==> src/design/wdt_pkg.sv <==
// ----------------------------------------------------------------------------
// wdt_pkg: shared types and constants of the watchdog timer
// Command and register codes, the decoded operation and the control fields.
// ----------------------------------------------------------------------------
package wdt_pkg;

  // width of the register data bus
  localparam int unsigned DataWidth     = 16;
  // width of the prescale field and its phase counter
  localparam int unsigned PrescaleWidth = 8;
  // reset value of the reload and count registers before masking
  localparam logic [31:0] ResetCount    = 32'd32768;

  // control register bit positions
  localparam int unsigned CtlEnableBit   = 0;
  localparam int unsigned CtlIrqEnBit    = 1;
  localparam int unsigned CtlRstEnBit    = 2;
  localparam int unsigned CtlPrescaleLsb = 8;

  // item commands
  typedef enum logic [1:0] {
    CMD_TICK  = 2'd0,
    CMD_WRITE = 2'd1,
    CMD_READ  = 2'd2
  } cmd_e;

  // register map
  typedef enum logic [1:0] {
    REG_CONTROL   = 2'd0,
    REG_RELOAD    = 2'd1,
    REG_COUNT     = 2'd2,
    REG_IRQ_CLEAR = 2'd3
  } reg_e;

  // decoded operation of the item that advances this cycle
  typedef struct packed {
    logic                 tick;
    logic                 write;
    logic                 read;
    reg_e                 sel;
    logic [DataWidth-1:0] data;
  } op_t;

  // control register fields
  typedef struct packed {
    logic                     enable;
    logic                     irq_en;
    logic                     rst_en;
    logic [PrescaleWidth-1:0] prescale;
  } ctl_t;

endpackage

==> src/design/watchdog_timer_peripheral_unit.sv <==
// ----------------------------------------------------------------------------
// watchdog_timer_peripheral_unit: watchdog timer with prescaler
// Pipeline: input register, then result register. Throughput: one item
// per cycle while the output is not stalled, set by the single-pass update
// of the counter state between the two registers.
// Reset: asynchronous, active low; disabled, reload and count at 32768,
// phases and interrupt cleared, both pipeline stages empty.
// ----------------------------------------------------------------------------
module watchdog_timer_peripheral_unit
  import wdt_pkg::*;
#(
  parameter int unsigned CLOCK_DIVIDER = 128,
  parameter int unsigned COUNT_WIDTH   = 16
) (
  input  logic                 clk_i,
  input  logic                 rst_ni,
  input  logic                 in_valid_i,
  output logic                 in_stall_o,
  input  logic [1:0]           command_i,
  input  logic [1:0]           reg_select_i,
  input  logic [DataWidth-1:0] write_data_i,
  output logic                 out_valid_o,
  input  logic                 out_stall_i,
  output logic [DataWidth-1:0] read_data_o,
  output logic                 irq_out_o,
  output logic                 reset_out_o
);

  logic                   in_valid_q, in_valid_d;
  logic [1:0]             in_cmd_q;
  logic [1:0]             in_sel_q;
  logic [DataWidth-1:0]   in_data_q;
  logic                   res_valid_q, res_valid_d;
  logic [DataWidth-1:0]   read_data_q, read_data_d;
  logic                   irq_q;
  logic                   rst_pulse_q;
  logic                   accept, advance;
  op_t                    op;
  ctl_t                   ctl;
  logic [COUNT_WIDTH-1:0] reload, count;
  logic [31:0]            reload_wide, count_wide;
  logic                   expire, irq_next, reset_pulse;

  // handshake: the held item moves on when the result register is empty or its result is taken
  assign advance    = in_valid_q && (!res_valid_q || !out_stall_i);
  assign in_stall_o = in_valid_q && res_valid_q && out_stall_i;
  assign accept     = in_valid_i && !in_stall_o;
  assign in_valid_d = accept || (in_valid_q && !advance);
  assign res_valid_d = advance || (res_valid_q && out_stall_i);

  // decode the held item
  always_comb begin
    op       = '0;
    op.sel   = reg_e'(in_sel_q);
    op.data  = in_data_q;
    unique case (in_cmd_q)
      CMD_TICK:  op.tick  = advance;
      CMD_WRITE: op.write = advance;
      CMD_READ:  op.read  = advance;
      default:   ;
    endcase
  end

  wdt_ctrl #(
    .COUNT_WIDTH(COUNT_WIDTH)
  ) u_ctrl (
    .clk_i        (clk_i),
    .rst_ni       (rst_ni),
    .op_i         (op),
    .expire_i     (expire),
    .ctl_o        (ctl),
    .reload_o     (reload),
    .irq_next_o   (irq_next),
    .reset_pulse_o(reset_pulse)
  );

  wdt_timebase #(
    .CLOCK_DIVIDER(CLOCK_DIVIDER),
    .COUNT_WIDTH  (COUNT_WIDTH)
  ) u_count (
    .clk_i   (clk_i),
    .rst_ni  (rst_ni),
    .op_i    (op),
    .ctl_i   (ctl),
    .reload_i(reload),
    .count_o (count),
    .expire_o(expire)
  );

  // read mux
  assign reload_wide = 32'(reload);
  assign count_wide  = 32'(count);
  always_comb begin
    read_data_d = '0;
    if (op.read) begin
      unique case (op.sel)
        REG_CONTROL: begin
          read_data_d[CtlEnableBit] = ctl.enable;
          read_data_d[CtlIrqEnBit]  = ctl.irq_en;
          read_data_d[CtlRstEnBit]  = ctl.rst_en;
          read_data_d[CtlPrescaleLsb +: PrescaleWidth] = ctl.prescale;
        end
        REG_RELOAD:    read_data_d = reload_wide[DataWidth-1:0];
        REG_COUNT:     read_data_d = count_wide[DataWidth-1:0];
        REG_IRQ_CLEAR: read_data_d = '0;
        default:       read_data_d = '0;
      endcase
    end
  end

  // pipeline valid bits
  always_ff @(posedge clk_i or negedge rst_ni) begin
    if (!rst_ni) begin
      in_valid_q  <= 1'b0;
      res_valid_q <= 1'b0;
    end else begin
      in_valid_q  <= in_valid_d;
      res_valid_q <= res_valid_d;
    end
  end

  // input register payload
  always_ff @(posedge clk_i) begin
    if (accept) begin
      in_cmd_q  <= command_i;
      in_sel_q  <= reg_select_i;
      in_data_q <= write_data_i;
    end
  end

  // result register payload
  always_ff @(posedge clk_i) begin
    if (advance) begin
      read_data_q <= read_data_d;
      irq_q       <= irq_next;
      rst_pulse_q <= reset_pulse;
    end
  end

  assign out_valid_o = res_valid_q;
  assign read_data_o = read_data_q;
  assign irq_out_o   = irq_q;
  assign reset_out_o = rst_pulse_q;

  // a moved item always lands in the result register
  a_advance_lands: assert property (@(posedge clk_i) disable iff (!rst_ni)
    advance |=> res_valid_q)
    else $error("advanced item lost");

  // input stage only stalls when both stages are full and the sink stalls
  a_stall_full: assert property (@(posedge clk_i) disable iff (!rst_ni)
    in_stall_o |-> in_valid_q && res_valid_q && !advance)
    else $error("stall without a full pipeline");

  // a stalled result stays valid and unchanged
  a_out_hold: assert property (@(posedge clk_i) disable iff (!rst_ni)
    out_valid_o && out_stall_i |=> out_valid_o && $stable(read_data_o) &&
      $stable(irq_out_o) && $stable(reset_out_o))
    else $error("stalled result changed");

endmodule

==> src/design/wdt_ctrl.sv <==
// ----------------------------------------------------------------------------
// wdt_ctrl: control, reload and interrupt registers
// Holds the programmable fields and the sticky interrupt, and forms the
// reset pulse on expiry when reset is enabled.
// ----------------------------------------------------------------------------
module wdt_ctrl
  import wdt_pkg::*;
#(
  parameter int unsigned COUNT_WIDTH = 16
) (
  input  logic                   clk_i,
  input  logic                   rst_ni,
  input  op_t                    op_i,
  input  logic                   expire_i,
  output ctl_t                   ctl_o,
  output logic [COUNT_WIDTH-1:0] reload_o,
  output logic                   irq_next_o,
  output logic                   reset_pulse_o
);

  ctl_t                   ctl_q, ctl_d;
  logic [COUNT_WIDTH-1:0] reload_q, reload_d;
  logic                   irq_q, irq_d;

  // register writes and interrupt set/clear
  always_comb begin
    ctl_d    = ctl_q;
    reload_d = reload_q;
    irq_d    = irq_q;
    if (op_i.write) begin
      unique case (op_i.sel)
        REG_CONTROL: begin
          ctl_d.enable   = op_i.data[CtlEnableBit];
          ctl_d.irq_en   = op_i.data[CtlIrqEnBit];
          ctl_d.rst_en   = op_i.data[CtlRstEnBit];
          ctl_d.prescale = op_i.data[CtlPrescaleLsb +: PrescaleWidth];
        end
        REG_RELOAD:    reload_d = COUNT_WIDTH'(op_i.data);
        REG_COUNT:     ;
        REG_IRQ_CLEAR: irq_d = 1'b0;
        default:       ;
      endcase
    end else if (expire_i && ctl_q.irq_en) begin
      irq_d = 1'b1;
    end
  end

  // state registers
  always_ff @(posedge clk_i or negedge rst_ni) begin
    if (!rst_ni) begin
      ctl_q    <= '0;
      reload_q <= COUNT_WIDTH'(ResetCount);
      irq_q    <= 1'b0;
    end else begin
      ctl_q    <= ctl_d;
      reload_q <= reload_d;
      irq_q    <= irq_d;
    end
  end

  assign ctl_o         = ctl_q;
  assign reload_o      = reload_q;
  assign irq_next_o    = irq_d;
  assign reset_pulse_o = expire_i & ctl_q.rst_en;

endmodule

==> src/design/wdt_count.sv <==
// ----------------------------------------------------------------------------
// wdt_timebase: tick divider, prescaler and down counter
// Counts ticks while enabled, steps the counter once per prescaled period and
// flags expiry when a step finds the counter at one or zero.
// ----------------------------------------------------------------------------
module wdt_timebase
  import wdt_pkg::*;
#(
  parameter int unsigned CLOCK_DIVIDER = 128,
  parameter int unsigned COUNT_WIDTH   = 16
) (
  input  logic                   clk_i,
  input  logic                   rst_ni,
  input  op_t                    op_i,
  input  ctl_t                   ctl_i,
  input  logic [COUNT_WIDTH-1:0] reload_i,
  output logic [COUNT_WIDTH-1:0] count_o,
  output logic                   expire_o
);

  localparam int unsigned DivWidth = $clog2(CLOCK_DIVIDER);
  localparam logic [DivWidth-1:0] DivLast = DivWidth'(CLOCK_DIVIDER - 1);

  logic [DivWidth-1:0]      div_q, div_d;
  logic [PrescaleWidth-1:0] pre_q, pre_d;
  logic [COUNT_WIDTH-1:0]   count_q, count_d;
  logic                     step, div_wrap, pre_wrap, at_low;

  // phase and counter update
  always_comb begin
    step     = op_i.tick && ctl_i.enable;
    div_wrap = div_q >= DivLast;
    pre_wrap = pre_q >= ctl_i.prescale;
    at_low   = count_q <= COUNT_WIDTH'(1);
    expire_o = step && div_wrap && pre_wrap && at_low;
    div_d    = div_q;
    pre_d    = pre_q;
    count_d  = count_q;
    if (step) begin
      if (div_wrap) begin
        div_d = '0;
        if (pre_wrap) begin
          pre_d = '0;
          if (at_low) begin
            count_d = reload_i;
          end else begin
            count_d = count_q - COUNT_WIDTH'(1);
          end
        end else begin
          pre_d = pre_q + PrescaleWidth'(1);
        end
      end else begin
        div_d = div_q + DivWidth'(1);
      end
    end else if (op_i.write && (op_i.sel == REG_COUNT)) begin
      // feed the dog, phases are not reset
      count_d = COUNT_WIDTH'(op_i.data);
    end
  end

  // state registers
  always_ff @(posedge clk_i or negedge rst_ni) begin
    if (!rst_ni) begin
      div_q   <= '0;
      pre_q   <= '0;
      count_q <= COUNT_WIDTH'(ResetCount);
    end else begin
      div_q   <= div_d;
      pre_q   <= pre_d;
      count_q <= count_d;
    end
  end

  assign count_o = count_q;

  // divider phase never passes its last value
  a_div_range: assert property (@(posedge clk_i) disable iff (!rst_ni)
    div_q <= DivLast)
    else $error("divider phase out of range");

  // expiry only at a divider wrap
  a_expire_wrap: assert property (@(posedge clk_i) disable iff (!rst_ni)
    expire_o |-> (div_q == DivLast) && ctl_i.enable)
    else $error("expiry outside a divider wrap");

  // disabled block holds its phases
  a_hold_disabled: assert property (@(posedge clk_i) disable iff (!rst_ni)
    !ctl_i.enable |=> $stable(div_q) && $stable(pre_q))
    else $error("phases moved while disabled");

endmodule

==> config.mk <==
export PLATFORM = sky130hd
export DESIGN_NAME = watchdog_timer_peripheral_unit
export DESIGN_NICKNAME = d
export VERILOG_FILES = /design/src/design/wdt_pkg.sv /design/src/design/watchdog_timer_peripheral_unit.sv /design/src/design/wdt_ctrl.sv /design/src/design/wdt_count.sv
export SDC_FILE = /design/constraint.sdc
export NUM_CORES = 1
export LEC_CHECK = 0
export BUFFER_PORTS_ARGS = -buffer_cell sky130_fd_sc_hd__buf_4
export CORE_ASPECT_RATIO = 1.25
export CORE_MARGIN = 5
export CORE_UTILIZATION = 45
export CTS_CLUSTER_DIAMETER = 40
export CTS_CLUSTER_SIZE = 24
export DETAILED_ROUTE_END_ITERATION = 10
export PLACE_DENSITY = 0.64
export REMOVE_ABC_BUFFERS = 1
export SKIP_CTS_REPAIR_TIMING = 1
export SLEW_MARGIN = 15
export SYNTH_ARGS = -nofsm -noshare
export SYNTH_HDL_FRONTEND = slang
export SYNTH_HIERARCHICAL = 1
export SYNTH_SLANG_ARGS = --single-unit
==> constraint.sdc <==
create_clock -name clk_i -period 6.6 [get_ports clk_i]
set_input_delay 0.99 -clock clk_i [delete_from_list [all_inputs] [get_ports clk_i]]
set_output_delay 0.99 -clock clk_i [all_outputs]
set_load 0.03 [all_outputs]
Word level (Yosys, flattened, before mapping)
Cells that the tools add are included.

Register bits: 99. Word-level logic and storage cells: 73.

Add/sub/neg operators: 3. Order comparisons: 3. Equality and inequality tests: 7. Muxes and demuxes: 16. Bitwise operators: 1. Reduce and logical (&&, ||, !) cells: 26.

Operators by type and width (count): 2-to-1 mux 16 bit (5); one-hot mux 8 bit (4 select lines) (1); less-or-equal comparator 16 x 1 -> 1 bit, second input constant (1); subtractor 16 x 1 -> 16 bit, second input constant (1); logical AND 1 bit (12); one-hot mux 3 bit (4 select lines) (1); one-hot mux 5 bit (2 select lines) (1); adder 8 x 1 -> 8 bit, second input constant (1); greater-or-equal comparator 8 bit (1); 2-to-1 mux 8 bit (1); adder 7 x 1 -> 7 bit, second input constant (1); greater-or-equal comparator 7 bit, second input constant (1); 2-to-1 mux 7 bit (1); == test 2 bit, second input constant (3); 2-to-1 mux 1 bit (6); AND reduction 2 bit (3); == test 2 x 1 -> 1 bit, second input constant (2); zero test 1 bit (4); zero test 2 bit (2); != test 2 bit, second input constant (2); logical OR 1 bit (3); AND reduction 3 bit (1); nonzero test 2 bit (1); AND 1 bit (1).

Longest topological paths before layout
Gate-level depths: netlist of the first run.

Depth after elaboration: 11. Gate-level depth with buffers: 10.

Hierarchy
Netlist of the first run, hierarchy kept.

Modules (own cells, without submodules): wdt_timebase (times used 1, cells an instance 260, area an instance 2135.8 um2, seq. area each 777.0 um2); watchdog_timer_peripheral_unit (times used 1, cells an instance 109, area an instance 1732.9 um2, seq. area each 1191.1 um2); wdt_ctrl (times used 1, cells an instance 63, area an instance 1122.3 um2, seq. area each 701.9 um2).

Least setup slack after synthesis of the first run
Ideal clock, no wire load.

Path type: in2reg. Start point: input out_stall_i. End point: register irq_q (netlist: irq_out_o) (data pin). Library setup time: 158 ps. Arrival: 2670 ps. Data required time: 6442 ps. Setup slack: 3772 ps. Cell stages on the path: 10. Buffers on the path: 3. Cell sequence: a21bo_1 buf_6 nor3_1 and2_1 clkbuf_1 and2_1 clkbuf_1 and3_1 a21oi_1 o2bb2ai_1.

RTL lines: start: declaration (RTL line watchdog_timer_peripheral_unit.sv:23) `input logic out_stall_i,`; end signal: assignment (RTL line watchdog_timer_peripheral_unit.sv:135) `irq_q <= irq_next;`; end: declaration (RTL line watchdog_timer_peripheral_unit.sv:35) `logic irq_q;`.

==> key figures, run 1 <==
Outcome
  • Status: completed

Power and ir drop
  • Leakage: roughly 2.3 nW
  • Pwr Density: 290 nW/um^2
  • Max VDD drop: around 0.00011 V

Timing
  • Final hold vios: 0
  • Total negative slack: 0 ns
  • Worst setup margin: roughly 3.1 ns
  • Fmax: 289 MHz
  • Final min period: 3.46 ns
  • Max transition margin: about 25%
  • # setup viols final: 0
  • RSZ-0062 raised after global routing: false
  • Part of the cycle the worst path needs: 52.5%
  • Count of final max-slew check failures: 0
  • Clock skew: roughly 0.0060 ns
  • Slew @ Worst Pin: 1.13 ns

Die
  • Core box area: 11,000 um^2
  • Row cnt: 43
  • Initial Utilization: 45.4%
  • Die ar.: 13,300 um^2
  • Io pins: 44
  • DIE WIDTH: 104 um
  • Die H: 128 um

Cells and area
  • Share of post-route cells with drive strength above 1: 24.1%
  • Final #Nets: ~500
  • Design Area, Final: 5630 um^2
  • Antenna cell count: 0
  • Commonest cells after routing, fill and taps aside: 59 x dfrtp_1, 47 x buf_4, 38 x edfxtp_1, 33 x o21ai_0, 27 x nand2_1
  • Commonest non-fill, non-tap cell in the layout: dfrtp_1
  • Non-Filler Instances: 604
  • Layout area overhead: 12.9%

Placed design
  • Port bufs: 43
  • HPWL after DPL: 7.14 mm
  • Routability congestion estimate: 0.821
  • Dpl cells: ~590
  • DP Worst Slack: 2.88 ns
  • Placed cell area: 5370 um^2

Routing
  • # DRC: 0
  • Initial DRC Count: 210
  • Vias per std cell: 5.88
  • Drt pass-1 iters: 5
  • Routed vias: 3,551
  • Final WL: approximately 11 mm
  • Post-route ant nets: 0
  • Routed wire per std cell: around 18 um

Clock tree
  • Clock sinks: 99
  • Num CTS Buffers: 9
  • Clk Latency, worst-skew pair: 0.34 ns
  • H-tree depth: 3
  • Max clock buf depth: 2
  • Root buf cell: clkbuf_16
  • TritonCTS clock tree: built
  • CTS clk-pin slew, worst paths: 0.07 ns

Global route
  • Initial antenna violation count: 0
  • Largest net degree at the start of global routing: 62
  • Vias in the first global route: 3,450
  • GR Util met1: 21.4%
  • GR Layer Usage met2: 28.6%
  • Global-route wire length before repair: 17.7 mm
  • Top Usage Layer GRT: met2
  • GRT overflow: 0
  • Met3 global-route usage: about 3.5%
  • Total GRT Usage: ~17%

Critical path
  • Worst Path Required: 6.83 ns
  • Most used cell, CP: buf_4
  • CP arrival: 3.69 ns
  • Max stage delay on crit path: approximately 0.66 ns
  • CP startpoint kind: input pin
  • CP Cell Sequence: buf_4, a21bo_1, buf_4, nor3_1, and2_1, buf_4, and2_1, a21o_1, o21ai_0, o2bb2ai_1
  • Critical-path top delay cell: a21o_1
  • Crit Path Class: in2reg
  • Setup crit end kind: flop
  • CP max FO: 27

Logic synthesis
  • Syn_area_per_cell: 11.6 um^2
  • Synthesized cell area: 4990 um^2
  • Mapped Cells: approximately 430
  • Yosys warning count: 6

Flow run
  • Max Cap Violations: 0

Hold path
  • Worst Hold Class: reg2reg
## per-stage QoR
stage / power, mW / util [%] / hold slack (ns)
6_report: 1.63 / 51.3 / 0.483
5_1_grt: 1.71 / 51.3 / 0.530
4_1_cts: 1.64 / 51.3 / 0.486
3_5_place_dp: 1.17 / 48.9 / 0.472
3_3_place_gp: 1.16 / 48.9 / 0.458
2_1_floorplan: 1.06 / - / 0.448
## routing by layer
metal  wire length (um)  share of wire (%)
met1               4820                 44
met2               5520                 50
met3                453                4.1
met4                218                2.0
met5                  0                  0
## layout make-up
class,instances,area (um^2)
well taps,135,169
fillers,1005,5350
inverters,25,93.8
multi-input cells,282,2080
clock inverters,6,32.5
repair buffers,47,353
clock buffers,10,229
flip-flops and latches,99,2670
## critical path: cells and delay by family
kind	cells	cell delay, ns
compound gates	4	1.28
simple gates	3	0.79
buf+inv	3	0.63
## registers in the layout (all words and copies together) (netlist names)
register         cells
u_ctrl/ctl_o        11
out_valid_o          1
read_data_o         16
in_sel_q             2
u_count/pre_q        8
in_data_q           16
u_ctrl/irq_q         1
irq_out_o            1
u_ctrl/reload_o     16
u_count/count_o     16
in_valid_q           1
reset_out_o          1
u_count/div_q        7
in_cmd_q             2
## power by group
group | total [mW] | internal (mW) | switching [mW]
Combinational | 0.308 | 0.149 | 0.159
Sequential | 0.851 | 0.746 | 0.105
Clock | 0.472 | 0.252 | 0.220
## worst paths after layout
check                       startpoint             endpoint  slack, ns  cells after the start
min                         in_valid_q          out_valid_o       0.48                      1
max                        out_stall_i  u_count/count_o[11]       3.14                     10
min reg2reg                 in_valid_q          out_valid_o       0.48                      1
max reg2reg                out_valid_o  u_count/count_o[11]       3.49                      9
min in group asynchronous       rst_ni     u_count/pre_q[5]       0.71                      1
max in group asynchronous       rst_ni   u_ctrl/reload_o[3]       5.34                      1
Power figures use the tool's default switching activity.
==> run 2, diff against run 1 <==
ABC_AREA = 1   (was unset)
clock period = 3.35 ns   (was 6.6 ns; I/O delays follow)
==> run 2 against run 1 <==
Compared with the run above:
- sequential power is 110% higher
- critical path depth is 3 higher
- cell count is 46% higher
==> key figures, run 2 <==
Global route
  • GRT overflow: 0
  • Total GRT Usage: 20.9%
  • Global-route wire length before repair: ~23 mm
  • Largest net degree at the start of global routing: 62
  • Initial antenna violation count: 0
  • Vias in the first global route: 4,492

Cells and area
  • Commonest non-fill, non-tap cell in the layout: nand2_1
  • Antenna cell count: 0
  • Area occupied by registers: 2670 um^2
  • Final #Nets: around 750
  • Commonest cells after routing, fill and taps aside: 266 x nand2_1, 78 x nand3_1, 59 x dfrtp_1, 55 x inv_1, 46 x buf_4
  • Multi-input logic area: 2470 um^2
  • Share of post-route cells with drive strength above 1: between 10% and 20%
  • Non-Filler Instances: between 800 and 900
  • Layout area overhead: 11.4%
  • Fillers: 1,210

Routing
  • Post-route ant nets: 0
  • Final WL: about 15 mm
  • Routed wire per std cell: approximately 16 um
  • Vias per std cell: 5.24
  • # DRC: 0
  • Initial DRC Count: roughly 290
  • Drt pass-1 iters: 5
  • Routed vias: 4,628

Clock tree
  • Clk Latency, worst-skew pair: 0.36 ns
  • Clock sinks: approximately 100
  • TritonCTS clock tree: built
  • Num CTS Buffers: 9
  • H-tree depth: 3
  • Root buf cell: clkbuf_16
  • CTS clk-pin slew, worst paths: about 0.070 ns
  • Max clock buf depth: 2

Placed design
  • Routability congestion estimate: between 0.8 and 0.9
  • Port bufs: 43
  • HPWL after DPL: 10.2 mm
  • DP Worst Slack: 0.717 ns
  • Dpl cells: 868

Power and ir drop
  • Overall Power: 3.95 mW
  • Leakage: 3.06 nW
  • Max VDD drop: 0.000290 V
  • Pwr Density: 635 nW/um^2

Critical path
  • Max stage delay on crit path: 0.39 ns
  • Setup crit end kind: flop
  • CP Cell Sequence: nand2_1, nand2_1, nor3_1, nand2_1, inv_1, nand2_4, clkinv_4, nand2_4, nor2_1, nand2_1, nand2_1, nand2_1, nand2_1
  • CP arrival: 2.63 ns
  • Worst Path Required: about 3.6 ns
  • Crit path buffers/inverters: 2
  • Crit Path Class: reg2reg
  • CP max FO: 18
  • Critical-path top delay cell: nand2_1
  • Most used cell, CP: nand2_1
  • Crit-path leading delay family: simple AND/OR/NAND/NOR gates
  • CP startpoint kind: flop
  • R2R setup slack: 0.94 ns

Timing
  • # setup viols final: 0
  • Clock skew: about 0.010 ns
  • Worst setup margin: around 0.94 ns
  • Final min period: 2.41 ns
  • Count of final max-slew check failures: 0
  • Total negative slack: 0 ns
  • RSZ-0062 raised after global routing: false
  • Fmax: 415 MHz
  • Max transition margin: 38.1%
  • Final hold vios: 0
  • Slew @ Worst Pin: 0.928 ns
  • Part of the cycle the worst path needs: 72.0%

Logic synthesis
  • Yosys warning count: 6
  • Mapped Cells: 685
  • Syn_area_per_cell: 8.16 um^2
  • Synthesized cell area: roughly 5600 um^2

Die
  • DIE WIDTH: 110 um
  • Die ar.: 14,800 um^2
  • Initial Utilization: a little under half
  • Die H: approximately 130 um
  • Io pins: 44
  • Row cnt: 45
  • Core box area: ~12,000 um^2

Outcome
  • Status: completed

Flow run
  • Max Cap Violations: 0

Hold path
  • Worst Hold Class: in2async
## run 2: changes by cell type in the layout (fill, tap and decap cells not counted), sizes merged, moves of 8 or more
cell / before / now
nand3: 6 / 82
nand2: 27 / 272
mux2: 28 / 0
a2111oi: 12 / 0
nor3: 17 / 4
nand4: 3 / 24
o21ai: 33 / 14
nor2: 24 / 43
inv: 25 / 60
a221oi: 11 / 0
o2bb2ai: 8 / 0
## run 2: layer usage
layer	track usage [%]	part of all wire [%]	up-vias
met5	0	0	-
met4	9.15	2.7	0
met3	3.25	4.8	26
met2	34.8	49	119
met1	26.8	43	2201
li1	-	-	2282
## run 2: through the flow
| step | hold slack [ns] | util, % | cell area [um^2] |
|---|---|---|---|
| after floorplan | 0.207 | - | 5370 |
| after global placement | 0.461 | 48.7 | 5920 |
| after detailed placement | 0.477 | 48.7 | 5920 |
| after CTS | 0.275 | 51.2 | 6230 |
| after global routing | 0.307 | 51.2 | 6230 |
| final | 0.220 | 51.2 | 6230 |
## run 2: final timing paths
path | from | endpoint | depth (start not counted)
worst max-delay path | out_valid_o | irq_out_o | 13
worst min-delay path | rst_ni | u_ctrl/reload_o[3] | 1
worst max register to register | out_valid_o | irq_out_o | 13
worst min register to register | u_ctrl/reload_o[15] | u_ctrl/reload_o[15] | 2
max in group asynchronous | rst_ni | u_ctrl/reload_o[10] | 1
min in group clk_i | command_i[1] | in_cmd_q[1] | 1
## run 2: final cells by class
cell class | instances | share of cell area (%)
repair buffers | 46 | 5.55
multi-input cells | 499 | 39.7
clock buffers | 10 | 3.84
well taps | 164 | 3.30
flip-flops and latches | 99 | 42.9
inverters | 60 | 3.70
clock inverters | 6 | 1.02
## run 2: report_power, final
group          total [mW]  internal (mW)  leakage (nW)  switching, mW
logic                1.13          0.383          1.79          0.742
registers            1.76           1.50          1.13          0.254
clock network        1.07          0.599         0.145          0.471
==> run 3, diff against run 2 <==
ABC_AREA = 0   (was 1)
clock period = 2.25 ns   (was 3.35 ns; I/O delays follow)
==> run 3 against run 2 <==
Compared with the run above:
- the flow now finishes with violations (negative setup slack)
- cell count decreased by 26%
- clock skew decreased by 0.0027 ns
- via count decreased by 19%
- global-route usage decreased by 2.8 points
- combinational power increased by 5%
- maximum frequency decreased by 2.2%
- critical path type unchanged
- largest power group unchanged
==> key figures, run 3 (same netlist as run 1, synthesis figures left out) <==
Clock tree
  • Root buf cell: clkbuf_16
  • H-tree depth: 3
  • CTS clk-pin slew, worst paths: about 0.07 ns
  • Clock sinks: 99
  • Max clock buf depth: 2
  • TritonCTS clock tree: built
  • Clk Latency, worst-skew pair: 0.35 ns
  • Num CTS Buffers: 9

Global route
  • Initial antenna violation count: 0
  • Vias in the first global route: roughly 3,900
  • GRT overflow: 0
  • Total GRT Usage: 18.1%
  • Global-route wire length before repair: between 15 and 20 mm
  • Largest net degree at the start of global routing: 62

Power and ir drop
  • Clock power frac: 32.1%
  • Overall Power: 5.35 mW
  • Max VDD drop: 0.000410 V
  • Leakage: 2.64 nW
  • Internal Power: about 3.8 mW
  • Sw power: 1.52 mW
  • Comb pwr share: 22.2%
  • Pwr Density: 865 nW/um^2
  • Sequential share of power: between 40 and 50%
  • Switching share of power: 28.5%

Routing
  • Drt pass-1 iters: 4
  • Post-route ant nets: 0
  • # DRC: 0
  • Vias per std cell: 5.73
  • Routed vias: roughly 3,700
  • Routed wire per std cell: 18.1 um
  • Initial DRC Count: 167
  • Final WL: 11.8 mm

Timing
  • Total negative slack: -1.61 ns
  • Final min period: 2.46 ns
  • Max transition margin: 46.0%
  • Part of the cycle the worst path needs: 110%
  • Clock skew: ~0.0075 ns
  • Worst setup margin: -0.214 ns
  • Final hold vios: 0
  • Fmax: 406 MHz
  • Slew @ Worst Pin: 0.809 ns
  • RSZ-0062 raised after global routing: true
  • # setup viols final: 15
  • Count of final max-slew check failures: 0

Placed design
  • DP Worst Slack: -0.213 ns
  • HPWL after DPL: 8.17 mm
  • Routability congestion estimate: 0.860
  • Port bufs: between 40 and 50

Critical path
  • Critical path origin: u_count/count_o[11]
  • Max stage delay on crit path: 0.55 ns
  • Reg2Reg Depth: 6
  • CP arrival: 2.74 ns
  • CP Cell Sequence: or4_4, or3_4, or4_4, and3_1, or3_1, a21oi_2
  • R2R setup slack: -0.21 ns
  • Worst Path Required: 2.53 ns
  • Crit path buffers/inverters: 0
  • Crit-path leading delay family: simple AND/OR/NAND/NOR gates
  • CP max FO: 5
  • Worst reg2reg startpoint: u_count/count_o[11]
  • Crit path capture: u_count/count_o[7]
  • Most used cell, CP: or4_4
  • Crit path depth: 6
  • Critical-path top delay cell: or4_4
  • Setup crit end kind: flop
  • Crit Path Class: reg2reg
  • RR Endpoint: u_count/count_o[7]
  • CP startpoint kind: flop

Cells and area
  • Final Util: 56.3%
  • Area occupied by registers: 2670 um^2
  • Layout area overhead: 24.0%
  • Fillers: 952
  • Commonest cells after routing, fill and taps aside: 93 x buf_4, 59 x dfrtp_1, 38 x edfxtp_1, 32 x o21ai_0, 26 x nand2_1
  • Antenna cell count: 0
  • Commonest non-fill, non-tap cell in the layout: buf_4
  • Final #Nets: 553
  • Share of post-route cells with drive strength above 1: 32.6%
  • Multi-input logic area: 2140 um^2

Die
  • Core box area: 11,000 um^2
  • Row cnt: 43
  • Io pins: 44
  • DIE WIDTH: 104 um
  • Initial Utilization: 45.4%
  • Die H: 128 um
  • Die ar.: 13,300 um^2

Flow run
  • Max Cap Violations: 0

Hold path
  • Worst Hold Class: in2async

Outcome
  • Status: finished with violations
  • Violated checks: negative setup slack
run 3: worst register-to-register path: stages, from the launching register on:
cell and delay, ns:
dfrtp_1 0.38, or4_4 0.55, or3_4 0.36, or4_4 0.46, and3_1 0.16, or3_1 0.36, a21oi_2 0.13
run 3: layout make-up:
class / count / area share [%]
Multi-Input combinational cell: 282 / 34.7
Inverter: 25 / 1.52
Timing Repair Buffer: 97 / 12.4
Sequential cell: 99 / 43.2
Clock inverter: 5 / 1.38
Clock buffer: 11 / 4.09
Tap cell: 135 / 2.73
run 3: power groups by stage:
stage          Sequential [mW]  Combinational (mW)  Clock [mW]
3_5_place_dp              2.47                1.14           0
2_1_floorplan             2.48               0.634           0
6_report                  2.44                1.19        1.72
5_1_grt                   2.48                1.31        1.82
3_3_place_gp              2.46                1.11           0
4_1_cts                   2.44                1.15        1.74
run 3: metrics by stage:
| stage | std cells | area, um^2 | hold WS [ns] |
|---|---|---|---|
| 5_1_grt | 654 | 6180 | 0.143 |
| 3_5_place_dp | 638 | 5780 | 0.470 |
| 4_1_cts | 654 | 6120 | 0.105 |
| 6_report | 654 | 6180 | 0.0742 |
| 3_3_place_gp | 638 | 5780 | 0.458 |
| 2_1_floorplan | 406 | 4850 | 0.0419 |
run 3: layer usage:
layer  share of wire [%]  track usage, %
met5                   0               0
met1                  42            21.8
met2                  52            32.0
met3                 4.6            3.83
met4                 1.4            6.55
run 3: worst min-delay path by stage:
stage	slack, ns	to	from
6_report	0.07	u_count/pre_q[3]	rst_ni
5_1_grt	0.14	u_count/pre_q[3]	rst_ni
4_1_cts	0.11	u_ctrl/ctl_o[3]	rst_ni
3_5_place_dp	0.47	u_count/pre_q[4]	rst_ni
3_3_place_gp	0.46	out_valid_o	in_valid_q
2_1_floorplan	0.04	in_valid_q	rst_ni
